==> src/bsg_pkg.sv <==
// Shared types, constants and codes of the safe grant unit.
package bsg_pkg;

  localparam int PROCESSES  = 8;
  localparam int RESOURCES  = 4;
  localparam int AMOUNT_W   = 16;
  localparam int PROC_W     = 3;
  localparam int PIN_W      = 4;
  localparam int RIN_W      = 3;
  localparam int WORK_W     = AMOUNT_W + $clog2(PROCESSES + 1);
  localparam int CFG_IDX_W  = 2;
  localparam int CFG_DATA_W = 4;

  typedef enum logic [1:0] {
    ACT_LOAD_AVAIL = 2'd0,
    ACT_LOAD_MAX   = 2'd1,
    ACT_LOAD_ALLOC = 2'd2,
    ACT_REQUEST    = 2'd3
  } action_e;

  typedef enum logic [2:0] {
    ST_GRANTED  = 3'd0,
    ST_CLAIM    = 3'd1,
    ST_AVAIL    = 3'd2,
    ST_UNSAFE   = 3'd3,
    ST_LOADED   = 3'd4
  } status_e;

  typedef enum logic [CFG_IDX_W-1:0] {
    REG_PROCS = 2'd0,
    REG_RES   = 2'd1
  } reg_idx_e;

  typedef struct packed {
    action_e             action;
    logic [PROC_W-1:0]   process;
    logic [AMOUNT_W-1:0] amount0;
    logic [AMOUNT_W-1:0] amount1;
    logic [AMOUNT_W-1:0] amount2;
    logic [AMOUNT_W-1:0] amount3;
  } in_t;

  typedef struct packed {
    logic    granted;
    status_e status;
  } out_t;

  typedef struct packed {
    logic claim_fail;
    logic avail_fail;
    logic fits;
  } lane_res_t;

endpackage

==> src/bsg_lane.sv <==
// One resource lane: claim, availability and safety compares for one resource type.
module bsg_lane (
  input  logic [bsg_pkg::AMOUNT_W-1:0] max_i,
  input  logic [bsg_pkg::AMOUNT_W-1:0] alloc_i,
  input  logic [bsg_pkg::AMOUNT_W-1:0] req_i,
  input  logic [bsg_pkg::AMOUNT_W-1:0] avail_i,
  input  logic [bsg_pkg::WORK_W-1:0]   work_i,
  input  logic                         add_req_i,
  output bsg_pkg::lane_res_t           res_o,
  output logic [bsg_pkg::AMOUNT_W:0]   claim_o,
  output logic [bsg_pkg::WORK_W-1:0]   work_sum_o
);
  import bsg_pkg::*;

  logic [AMOUNT_W:0] claim;
  logic [AMOUNT_W:0] alloc_eff;
  logic [WORK_W:0]   total;

  assign claim     = {1'b0, alloc_i} + {1'b0, req_i};
  assign alloc_eff = add_req_i ? claim : {1'b0, alloc_i};
  assign total     = {1'b0, work_i} + {{(WORK_W - AMOUNT_W){1'b0}}, alloc_eff};

  assign res_o.claim_fail = claim > {1'b0, max_i};
  assign res_o.avail_fail = req_i > avail_i;
  assign res_o.fits       = {{(WORK_W + 1 - AMOUNT_W){1'b0}}, max_i} <= total;
  assign claim_o          = claim;
  assign work_sum_o       = total[WORK_W-1:0];

endmodule

==> src/bsg_merge.sv <==
// Merge of lane flags: first failing resource and all-lanes-fit.
module bsg_merge (
  input  bsg_pkg::lane_res_t            res_i [bsg_pkg::RESOURCES],
  input  logic [bsg_pkg::RESOURCES-1:0] en_i,
  output bsg_pkg::status_e              fail_o,
  output logic                          fit_o
);
  import bsg_pkg::*;

  always_comb begin
    fail_o = ST_GRANTED;
    fit_o  = 1'b1;
    for (int r = RESOURCES - 1; r >= 0; r--) begin
      if (en_i[r]) begin
        if (!res_i[r].fits) fit_o = 1'b0;
        if (res_i[r].claim_fail) begin
          fail_o = ST_CLAIM;
        end else if (res_i[r].avail_fail) begin
          fail_o = ST_AVAIL;
        end
      end
    end
  end

endmodule

==> src/bankers_safe_grant.sv <==
// Top level of the banker's-algorithm safe grant unit.
// Usage:
//   Drive in_i and raise start while busy is low; the beat is taken at that edge.
//   Load beats (available vector, max need row, allocation row) write the tables
//   at once and answer with status loaded on done_o in the next cycle.
//   A request beat first checks claim and availability over all resource lanes
//   in use at once, then runs the safety scan: one process row per cycle, every
//   resource compared in its own lane, passes repeated while a pass finishes some
//   process. A request rejected by the check answers right after it; otherwise
//   it answers when the scan ends. busy is high while a request is at work.
//   res_o is valid for exactly one cycle with done_o; the receiver cannot stall.
//   A grant commits the new allocation and available vector with the answer.
//   Registers are written over cfg_valid_i/cfg_ready_o (always ready); the user
//   must write them only while idle, which the block itself does not enforce.
//   Reset clears all tables and sets 8 processes and 4 resources in use.
module bankers_safe_grant (
  input  logic                            clk_i,
  input  logic                            rst_ni,
  input  logic                            start,
  output logic                            busy,
  input  bsg_pkg::in_t                    in_i,
  output logic                            done_o,
  output bsg_pkg::out_t                   res_o,
  input  logic                            cfg_valid_i,
  output logic                            cfg_ready_o,
  input  logic [bsg_pkg::CFG_IDX_W-1:0]   cfg_index_i,
  input  logic [bsg_pkg::CFG_DATA_W-1:0]  cfg_data_i
);
  import bsg_pkg::*;

  localparam logic [1:0] S_IDLE = 2'd0;
  localparam logic [1:0] S_CHK  = 2'd1;
  localparam logic [1:0] S_SCAN = 2'd2;

  logic [1:0] state_q, state_d;

  logic [PIN_W-1:0] pin_q;
  logic [RIN_W-1:0] rin_q;
  logic [PIN_W-1:0] np;
  logic [RIN_W-1:0] nr;

  logic [AMOUNT_W-1:0] avail_q [RESOURCES];
  logic [AMOUNT_W-1:0] max_q   [PROCESSES][RESOURCES];
  logic [AMOUNT_W-1:0] alloc_q [PROCESSES][RESOURCES];

  logic [AMOUNT_W-1:0] req_q     [RESOURCES];
  logic [AMOUNT_W-1:0] left_q    [RESOURCES];
  logic [AMOUNT_W-1:0] new_alloc_q [RESOURCES];
  logic [WORK_W-1:0]   work_q    [RESOURCES];
  logic [PROC_W-1:0]   proc_q;

  logic [PROCESSES-1:0] fin_q;
  logic [PROC_W-1:0]    idx_q;
  logic [PIN_W-1:0]     cnt_q;
  logic                 prog_q;

  logic done_q;
  out_t res_q;

  logic [AMOUNT_W-1:0] in_amt [RESOURCES];
  logic [PROC_W-1:0]   rd_idx;
  logic [RESOURCES-1:0] lane_en;
  lane_res_t           lane_res [RESOURCES];
  logic [AMOUNT_W:0]   lane_claim [RESOURCES];
  logic [WORK_W-1:0]   lane_work  [RESOURCES];
  status_e             fail;
  logic                all_fit;

  logic              accept;
  logic              cand;
  logic [PIN_W-1:0]  cnt_n;
  logic              prog_n;
  logic              last;
  logic              grant;
  logic              unsafe;

  assign accept      = start && !busy;
  assign busy        = state_q != S_IDLE;
  assign cfg_ready_o = 1'b1;
  assign done_o      = done_q;
  assign res_o       = res_q;

  assign np = (pin_q > PIN_W'(PROCESSES)) ? PIN_W'(PROCESSES) : pin_q;
  assign nr = (rin_q > RIN_W'(RESOURCES)) ? RIN_W'(RESOURCES) : rin_q;

  assign in_amt[0] = in_i.amount0;
  assign in_amt[1] = in_i.amount1;
  assign in_amt[2] = in_i.amount2;
  assign in_amt[3] = in_i.amount3;

  assign rd_idx = (state_q == S_SCAN) ? idx_q : proc_q;

  for (genvar r = 0; r < RESOURCES; r++) begin : g_lane
    assign lane_en[r] = RIN_W'(r) < nr;
    bsg_lane u_lane (
      .max_i      (max_q[rd_idx][r]),
      .alloc_i    (alloc_q[rd_idx][r]),
      .req_i      (req_q[r]),
      .avail_i    (avail_q[r]),
      .work_i     (work_q[r]),
      .add_req_i  ((state_q == S_CHK) || (idx_q == proc_q)),
      .res_o      (lane_res[r]),
      .claim_o    (lane_claim[r]),
      .work_sum_o (lane_work[r])
    );
  end

  bsg_merge u_merge (
    .res_i  (lane_res),
    .en_i   (lane_en),
    .fail_o (fail),
    .fit_o  (all_fit)
  );

  assign cand   = !fin_q[idx_q] && all_fit;
  assign cnt_n  = cnt_q + PIN_W'(cand);
  assign prog_n = prog_q || cand;
  assign last   = {1'b0, idx_q} == (np - PIN_W'(1));
  assign grant  = (state_q == S_SCAN) && last && (cnt_n == np);
  assign unsafe = (state_q == S_SCAN) && last && (cnt_n != np) && !prog_n;

  always_comb begin
    state_d = state_q;
    unique case (state_q)
      S_IDLE: begin
        if (accept && in_i.action == ACT_REQUEST) state_d = S_CHK;
      end
      S_CHK: begin
        if ({1'b0, proc_q} >= np || fail != ST_GRANTED) state_d = S_IDLE;
        else state_d = S_SCAN;
      end
      S_SCAN: begin
        if (grant || unsafe) state_d = S_IDLE;
      end
      default: state_d = S_IDLE;
    endcase
  end

  // control and tables
  always_ff @(posedge clk_i or negedge rst_ni) begin
    if (!rst_ni) begin
      state_q <= S_IDLE;
      pin_q   <= PIN_W'(PROCESSES);
      rin_q   <= RIN_W'(RESOURCES);
      done_q  <= 1'b0;
      res_q   <= '{granted: 1'b0, status: ST_GRANTED};
      fin_q   <= '0;
      idx_q   <= '0;
      cnt_q   <= '0;
      prog_q  <= 1'b0;
      for (int r = 0; r < RESOURCES; r++) begin
        avail_q[r] <= '0;
      end
      for (int p = 0; p < PROCESSES; p++) begin
        for (int r = 0; r < RESOURCES; r++) begin
          max_q[p][r]   <= '0;
          alloc_q[p][r] <= '0;
        end
      end
    end else begin
      state_q <= state_d;
      done_q  <= 1'b0;
      if (cfg_valid_i) begin
        if (cfg_index_i == REG_PROCS) pin_q <= cfg_data_i[PIN_W-1:0];
        else if (cfg_index_i == REG_RES) rin_q <= cfg_data_i[RIN_W-1:0];
      end
      if (accept && in_i.action != ACT_REQUEST) begin
        done_q <= 1'b1;
        res_q  <= '{granted: 1'b0, status: ST_LOADED};
        for (int r = 0; r < RESOURCES; r++) begin
          unique case (in_i.action)
            ACT_LOAD_AVAIL: avail_q[r] <= in_amt[r];
            ACT_LOAD_MAX:   max_q[in_i.process][r] <= in_amt[r];
            ACT_LOAD_ALLOC: alloc_q[in_i.process][r] <= in_amt[r];
            default: ;
          endcase
        end
      end
      if (state_q == S_CHK) begin
        fin_q  <= '0;
        idx_q  <= '0;
        cnt_q  <= '0;
        prog_q <= 1'b0;
        if ({1'b0, proc_q} >= np) begin
          done_q <= 1'b1;
          res_q  <= '{granted: 1'b0, status: ST_CLAIM};
        end else if (fail != ST_GRANTED) begin
          done_q <= 1'b1;
          res_q  <= '{granted: 1'b0, status: fail};
        end
      end
      if (state_q == S_SCAN) begin
        if (cand) fin_q[idx_q] <= 1'b1;
        if (last) begin
          idx_q  <= '0;
          cnt_q  <= cnt_n;
          prog_q <= 1'b0;
        end else begin
          idx_q  <= idx_q + PROC_W'(1);
          cnt_q  <= cnt_n;
          prog_q <= prog_n;
        end
        if (grant) begin
          done_q <= 1'b1;
          res_q  <= '{granted: 1'b1, status: ST_GRANTED};
          for (int r = 0; r < RESOURCES; r++) begin
            if (lane_en[r]) begin
              avail_q[r]          <= left_q[r];
              alloc_q[proc_q][r]  <= new_alloc_q[r];
            end
          end
        end else if (unsafe) begin
          done_q <= 1'b1;
          res_q  <= '{granted: 1'b0, status: ST_UNSAFE};
        end
      end
    end
  end

  // request payload and work vector
  always_ff @(posedge clk_i) begin
    if (accept && in_i.action == ACT_REQUEST) begin
      proc_q <= in_i.process;
      for (int r = 0; r < RESOURCES; r++) begin
        req_q[r] <= in_amt[r];
      end
    end
    if (state_q == S_CHK) begin
      for (int r = 0; r < RESOURCES; r++) begin
        left_q[r]      <= avail_q[r] - req_q[r];
        new_alloc_q[r] <= lane_claim[r][AMOUNT_W-1:0];
        work_q[r]      <= lane_en[r] ? WORK_W'(avail_q[r] - req_q[r]) : '0;
      end
    end
    if (state_q == S_SCAN && cand) begin
      for (int r = 0; r < RESOURCES; r++) begin
        if (lane_en[r]) work_q[r] <= lane_work[r];
      end
    end
  end

`ifndef SYNTHESIS
  a_load_ack: assert property (@(posedge clk_i) disable iff (!rst_ni)
    accept && in_i.action != ACT_REQUEST |=> done_o && res_o.status == ST_LOADED)
    else $error("load beat not acknowledged");
  a_done_idle: assert property (@(posedge clk_i) disable iff (!rst_ni)
    done_o |-> !busy)
    else $error("result shown while busy");
  a_grant_scan: assert property (@(posedge clk_i) disable iff (!rst_ni)
    done_o && res_o.granted |-> $past(state_q) == S_SCAN)
    else $error("grant without safety scan");
  a_scan_np: assert property (@(posedge clk_i) disable iff (!rst_ni)
    state_q == S_SCAN |-> np != '0 && {1'b0, proc_q} < np)
    else $error("scan with no process in use");
`endif

endmodule

==> config.mk <==
export PLATFORM = sky130hd
export DESIGN_NAME = bankers_safe_grant
export DESIGN_NICKNAME = d
export VERILOG_FILES = /design/src/bsg_pkg.sv /design/src/bsg_lane.sv /design/src/bsg_merge.sv /design/src/bankers_safe_grant.sv
export SDC_FILE = /design/constraint.sdc
export NUM_CORES = 2
export LEC_CHECK = 0
export BUFFER_PORTS_ARGS = -buffer_cell sky130_fd_sc_hd__buf_4
export CAP_MARGIN = 0
export CORE_ASPECT_RATIO = 1.4
export CORE_MARGIN = 2
export CORE_UTILIZATION = 64
export DETAILED_ROUTE_END_ITERATION = 10
export GPL_TIMING_DRIVEN = 0
export PLACE_DENSITY = 0.79
export SYNTH_ARGS = -nofsm -noshare
export SYNTH_HDL_FRONTEND = slang
export SYNTH_HIERARCHICAL = 1
export SYNTH_SLANG_ARGS = --single-unit
export TNS_END_PERCENT = 20
==> constraint.sdc <==
create_clock -name clk_i -period 15 [get_ports clk_i]
set_clock_uncertainty 0.2 [all_clocks]
set_input_delay 2.25 -clock clk_i [delete_from_list [all_inputs] [get_ports clk_i]]
set_output_delay 2.25 -clock clk_i [all_outputs]
set_load 0.005 [all_outputs]
# Yosys cells after proc, flatten, opt, wreduce, memory -nomap -nowiden
# Memory sizes are Yosys's and may differ from the RTL's.
# Index checks and enable logic that the tools add are counted.
[classes]
n_addsub = 19
magnitude_cmp = 26
eq_ne = 13
n_mux = 156
bitwise_logic = 9
reduce_logical = 28
[op_table]
columns = ["cell", "n"]
rows = [
  ["two-way mux 512 bit", 27],
  ["bitwise mux 512 bit", 12],
  ["demux 64 bit (select 3 bit)", 8],
  ["two-way mux 64 bit", 9],
  ["binary-select mux 64 bit (select 3 bit)", 2],
  ["two-way mux 16 bit", 10],
  ["two-way mux 20 bit", 8],
  ["two-way mux 48 bit", 2],
  ["adder 20 x 17 -> 21 bit", 4],
  ["<= comparator 16 x 21 -> 1 bit", 4],
  ["adder 16 x 16 -> 17 bit", 4],
  ["greater-than comparator 17 x 16 -> 1 bit", 4],
  ["two-way mux 17 bit", 4],
  ["subtractor 16 x 16 -> 17 bit", 4],
  ["greater-than comparator 16 bit", 4],
  ["two-way mux 32 bit", 2],
  ["subtractor 16 bit", 4],
  ["two-way mux 3 bit", 16],
  ["two-way mux 4 bit", 10],
  ["two-way mux 1 bit", 36],
  ["two-way mux 8 bit", 3],
  [">= comparator 4 bit, second input constant", 3],
  ["logical AND 1 bit", 12],
  ["NOT 3 -> 4 bit", 3],
  ["32 further kinds", 56],
]
[totals]
ff_bits = 1121
mem_bits_rw = 272
out_inout_bits = 7
wordCells = 334
n_memories = 4
[mem_list]
columns = ["name", "depth", "width", "read_ports", "rd_clocked_by_memory_dff", "wr", "line_no", "text"]
rows = [
  ["work_q", 4, 20, 4, 0, 4, "bankers_safe_grant.sv:49", "logic [WORK_W-1:0] work_q [RESOURCES];"],
  ["left_q", 4, 16, 4, 0, 4, "bankers_safe_grant.sv:47", "logic [AMOUNT_W-1:0] left_q [RESOURCES];"],
  ["new_alloc_q", 4, 16, 4, 0, 4, "bankers_safe_grant.sv:48", "logic [AMOUNT_W-1:0] new_alloc_q [RESOURCES];"],
  ["req_q", 4, 16, 4, 0, 4, "bankers_safe_grant.sv:46", "logic [AMOUNT_W-1:0] req_q [RESOURCES];"],
]

# Depth between registers and ports, before layout
[depth]
word_depth = 36
depth_mapped = 46
mapped_depth_nobuf = 41

# Cells and area by module
# The synthesis kept the hierarchy.
[modules_own_cells]
columns = ["mod", "n_inst", "cells_per_inst", "area_per_inst_um2", "seq_area_each_um2"]
rows = [
  ["bankers_safe_grant", 1, 5487, 68237.9, 36237.3],
  ["bsg_lane (g_lane[0].u_lane ...)", 3, 389, 2974.1, 0.0],
  ["bsg_lane (g_lane[3].u_lane)", 1, 397, 3019.1, 0.0],
  ["bsg_merge", 1, 22, 125.1, 0.0],
]

# Worst setup path after synthesis
# OpenSTA, ideal clock, no wires.
[synth_path]
path_type = "reg-to-reg"
from = "register state_q[1]"
to = "register alloc_q[312] in the netlist's numbering"
setup_ns = 0.123
arrival_ns = 11.189
setup_slack_ns = 3.488
stages_incl_launch_ff = 39
path_buffers = 5
cell_sequence = "dfrtp_1 > inv_1 > ha_1 > inv_1 > clkbuf_1 > o31ai_1 > clkbuf_1 > clkbuf_1 > mux2_2 > ha_1 > inv_1 > fa_1 > nand2b_1 > a21oi_2 > o41ai_2 > or2b_1 > a21o_1 > xnor2_1 > [... 3 more ...] > nor2_1 > or4_1 > or4_1 > o22ai_1 > a221oi_1 > o221ai_2 > inv_1 > ha_1 > ha_1 > xor2_1 > or3_1 > a21oi_2 > o211ai_2 > or4_1 > clkbuf_2 > buf_6 > nor2_1 > a21oi_1"
[synth_rtl]
columns = ["element", "line_no", "text"]
rows = [
  ["start, declared", "bankers_safe_grant.sv:35", "logic [1:0] state_q, state_d;"],
  ["start signal, assigned", "bankers_safe_grant.sv:161", "state_q <= state_d;"],
  ["end signal, assigned by index", "bankers_safe_grant.sv:174", "ACT_LOAD_ALLOC: alloc_q[in_i.process][r] <= in_amt[r];"],
  ["end signal, assigned by index", "bankers_safe_grant.sv:209", "alloc_q[proc_q][r] <= new_alloc_q[r];"],
  ["end, declared", "bankers_safe_grant.sv:44", "logic [AMOUNT_W-1:0] alloc_q [PROCESSES][RESOURCES];"],
]

==> flow_metrics.env <==
export IMPL_end_kind="flop"
export IMPL_hpwl_mm=204
export IMPL_clk_insertion_delay_late_ps=850
export IMPL_fin_nets=7819
export IMPL_cp_max_fo=10
export IMPL_die_width_um=303
export IMPL_seqPwrFrac_pct=31.8
export IMPL_synthCells=7072
export IMPL_ir_drop_mv=0.156
export IMPL_dieArea_mm2=0.128
export IMPL_initial_core_util_pct=64.5
export IMPL_cts_buffer_depth=3
export IMPL_synthToLayoutAreaGrowth_pct=10.3
export IMPL_syn_area_mm2=0.0803
export IMPL_hold_buffers=0
export IMPL_slowest_delay_ps=750
export IMPL_status="complete, but fails checks"
export IMPL_fillers=8879
export IMPL_yosysWarnings=6
export IMPL_port_buffers=84
export IMPL_route_vias_total=62500
export IMPL_drive_gt1_share_pct=22.0
export IMPL_path_clk_slew_ps=70
export IMPL_htreeDepth=4
export IMPL_use_met1_pct=51.1
export IMPL_worst_setup_path_type="reg2reg"
export IMPL_power_frac_comb_pct=47.9
export IMPL_first_pass_iters=9
export IMPL_cellPowerDensity_mw_per_mm2=210
export IMPL_tns_ps=-593
export IMPL_leakage_nw=38.8
export IMPL_p_int_w=0.0111
export IMPL_maxSlewHeadroom_pct=-13.2
export IMPL_fin_area_mm2=0.0886
export IMPL_worst_pin_slew_ps=1690
export IMPL_antenna_left=0
export IMPL_use_met2_pct=68.6
export IMPL_hold_class="reg2reg"
export IMPL_io_pins=86
export IMPL_drv_cap=5
export IMPL_critPathRequiredTime_ps=15480
export IMPL_fin_util_pct=71.2
export IMPL_fin_crit_sh_pct=101
export IMPL_final_cell_mix="1116 x dfrtp_1, 748 x mux2_2, 721 x a21oi_1"
export IMPL_fp_coreArea_mm2=0.124
export IMPL_synth_fp_nets=7566
export IMPL_setup_slack_ps=-81.5
export IMPL_tritoncts="built"
export IMPL_grtUsageTotal_pct=45.8
export IMPL_cts_sinks=1393
export IMPL_root_buffer="clkbuf_16"
export IMPL_start_kind="flop"
export IMPL_clkPwrFrac_pct=20.3
export IMPL_setup_viol=15
export IMPL_synth_avg_cell_area_um2=11.4
export IMPL_busiest_layer="met2"
export IMPL_dpl_cell_area_mm2=0.0836
export IMPL_slew_viol_final=54
export IMPL_gp_congestion=1.03
export IMPL_grt_use_met3_pct=16.8
export IMPL_routedWlPerCell_um=32.1
export IMPL_drc=0
export IMPL_grt_start_max_net_pins=183
export IMPL_grt_pass1_wl_mm=420
export IMPL_via_per_inst=6.89
export IMPL_die_h_um=423
export IMPL_hold_viol=0
export IMPL_grt_overflow_total=0
export IMPL_cts_buffers=140
export IMPL_critical_path_arrival_ps=15560
export IMPL_fin_hold_ws_ps=286
export IMPL_post_route_min_period_ps=15080
export IMPL_totalWireLength_mm=292
export IMPL_violations="max-capacitance violations, max-slew violations, negative setup slack"
export IMPL_layout_commonest_cell="dfrtp_1"
export IMPL_swShare_pct=40.2
export IMPL_max_clock_freq_ghz=0.0663
export IMPL_rows=153
export IMPL_grt_pass1_vias=63900
export IMPL_antenna_found_initial=15
export IMPL_drtIter0Drc=7401
export IMPL_crit_path_top_delay_cell="o41ai_1"
export IMPL_power_switching_w=0.00749
## worst max-delay path: cells and delay by family, from the launching register on
| kind | cells | cell delay [ps] |
|---|---|---|
| compound gates | 16 | 4060 |
| buf+inv | 8 | 3330 |
| simple gates | 8 | 2890 |
| mux | 4 | 1620 |
| fa+ha+maj | 6 | 1560 |
| xor+xnor | 3 | 820 |
| flops | 1 | 410 |
## what timing repair did
item	CTS	global route
buffers inserted	0	0
endpoints found under the setup margin	15	493
gates resized for setup	1	13
pin swaps	0	0
## path summary, 6_finish.rpt
kind	startpoint	endpoint	slack (ps)	cells after the start
min in group asynchronous	rst_ni	max_q[182]	1100	1
max	state_q[0]	alloc_q[427]	-80	45
max in group asynchronous	rst_ni	max_q[146]	9920	6
min	max_q[457]	max_q[457]	290	1
max reg2reg	state_q[0]	alloc_q[427]	-80	45
min reg2reg	max_q[457]	max_q[457]	290	1
## power groups by stage
stage               logic, W  registers, W  clock network (W)
floorplan            0.00623       0.00571                  0
global placement     0.00825       0.00591                  0
detailed placement   0.00857       0.00593                  0
CTS                  0.00865       0.00589            0.00377
global route         0.00958       0.00602            0.00392
finish               0.00892       0.00593            0.00379
## sequential cells by signal (all words and copies together) (netlist names)
| name | flops |
|---|---|
| alloc_q | 512 |
| pin_q | 4 |
| rin_q | 3 |
| max_q | 512 |
| fin_q | 8 |
| proc_q | 3 |
| cnt_q | 4 |
| req_q | 64 |
| new_alloc_q | 64 |
| work_q | 80 |
| avail_q | 64 |
| left_q | 64 |
| done_o | 1 |
| idx_q | 3 |
| res_o | 4 |
| state_q | 2 |
| prog_q | 1 |
## metrics by stage
step | setup slack (ps) | cells | total power, W
6_report | -81.5 | 9077 | 0.0186
5_1_grt | -5.49 | 9071 | 0.0195
4_1_cts | 64.2 | 9065 | 0.0183
3_5_place_dp | -98.5 | 8805 | 0.0145
3_3_place_gp | -4480 | 8783 | 0.0142
2_1_floorplan | 3490 | 7072 | 0.0119
## cell type report
type | instances | area (um^2) | share of cell area [%]
clock buffer | 199 | 4160 | 4.70
sequential | 1393 | 36200 | 40.9
tap | 1627 | 2040 | 2.30
inverter | 337 | 1270 | 1.43
antenna | 7 | 17.5 | 0.0198
multi-input combinational | 4806 | 40500 | 45.7
clock inverter | 61 | 732 | 0.826
buffer | 536 | 2360 | 2.67
timing repair buffer | 111 | 1250 | 1.41
## per-layer routing
layer  vias to the layer above  routed length (um)
met2                      3987              128000
met1                     31000               95600
met5                         -                 208
met3                      1502               35000
li1                      26000                   -
met4                        13               32600
Power figures use the tool's default switching activity.
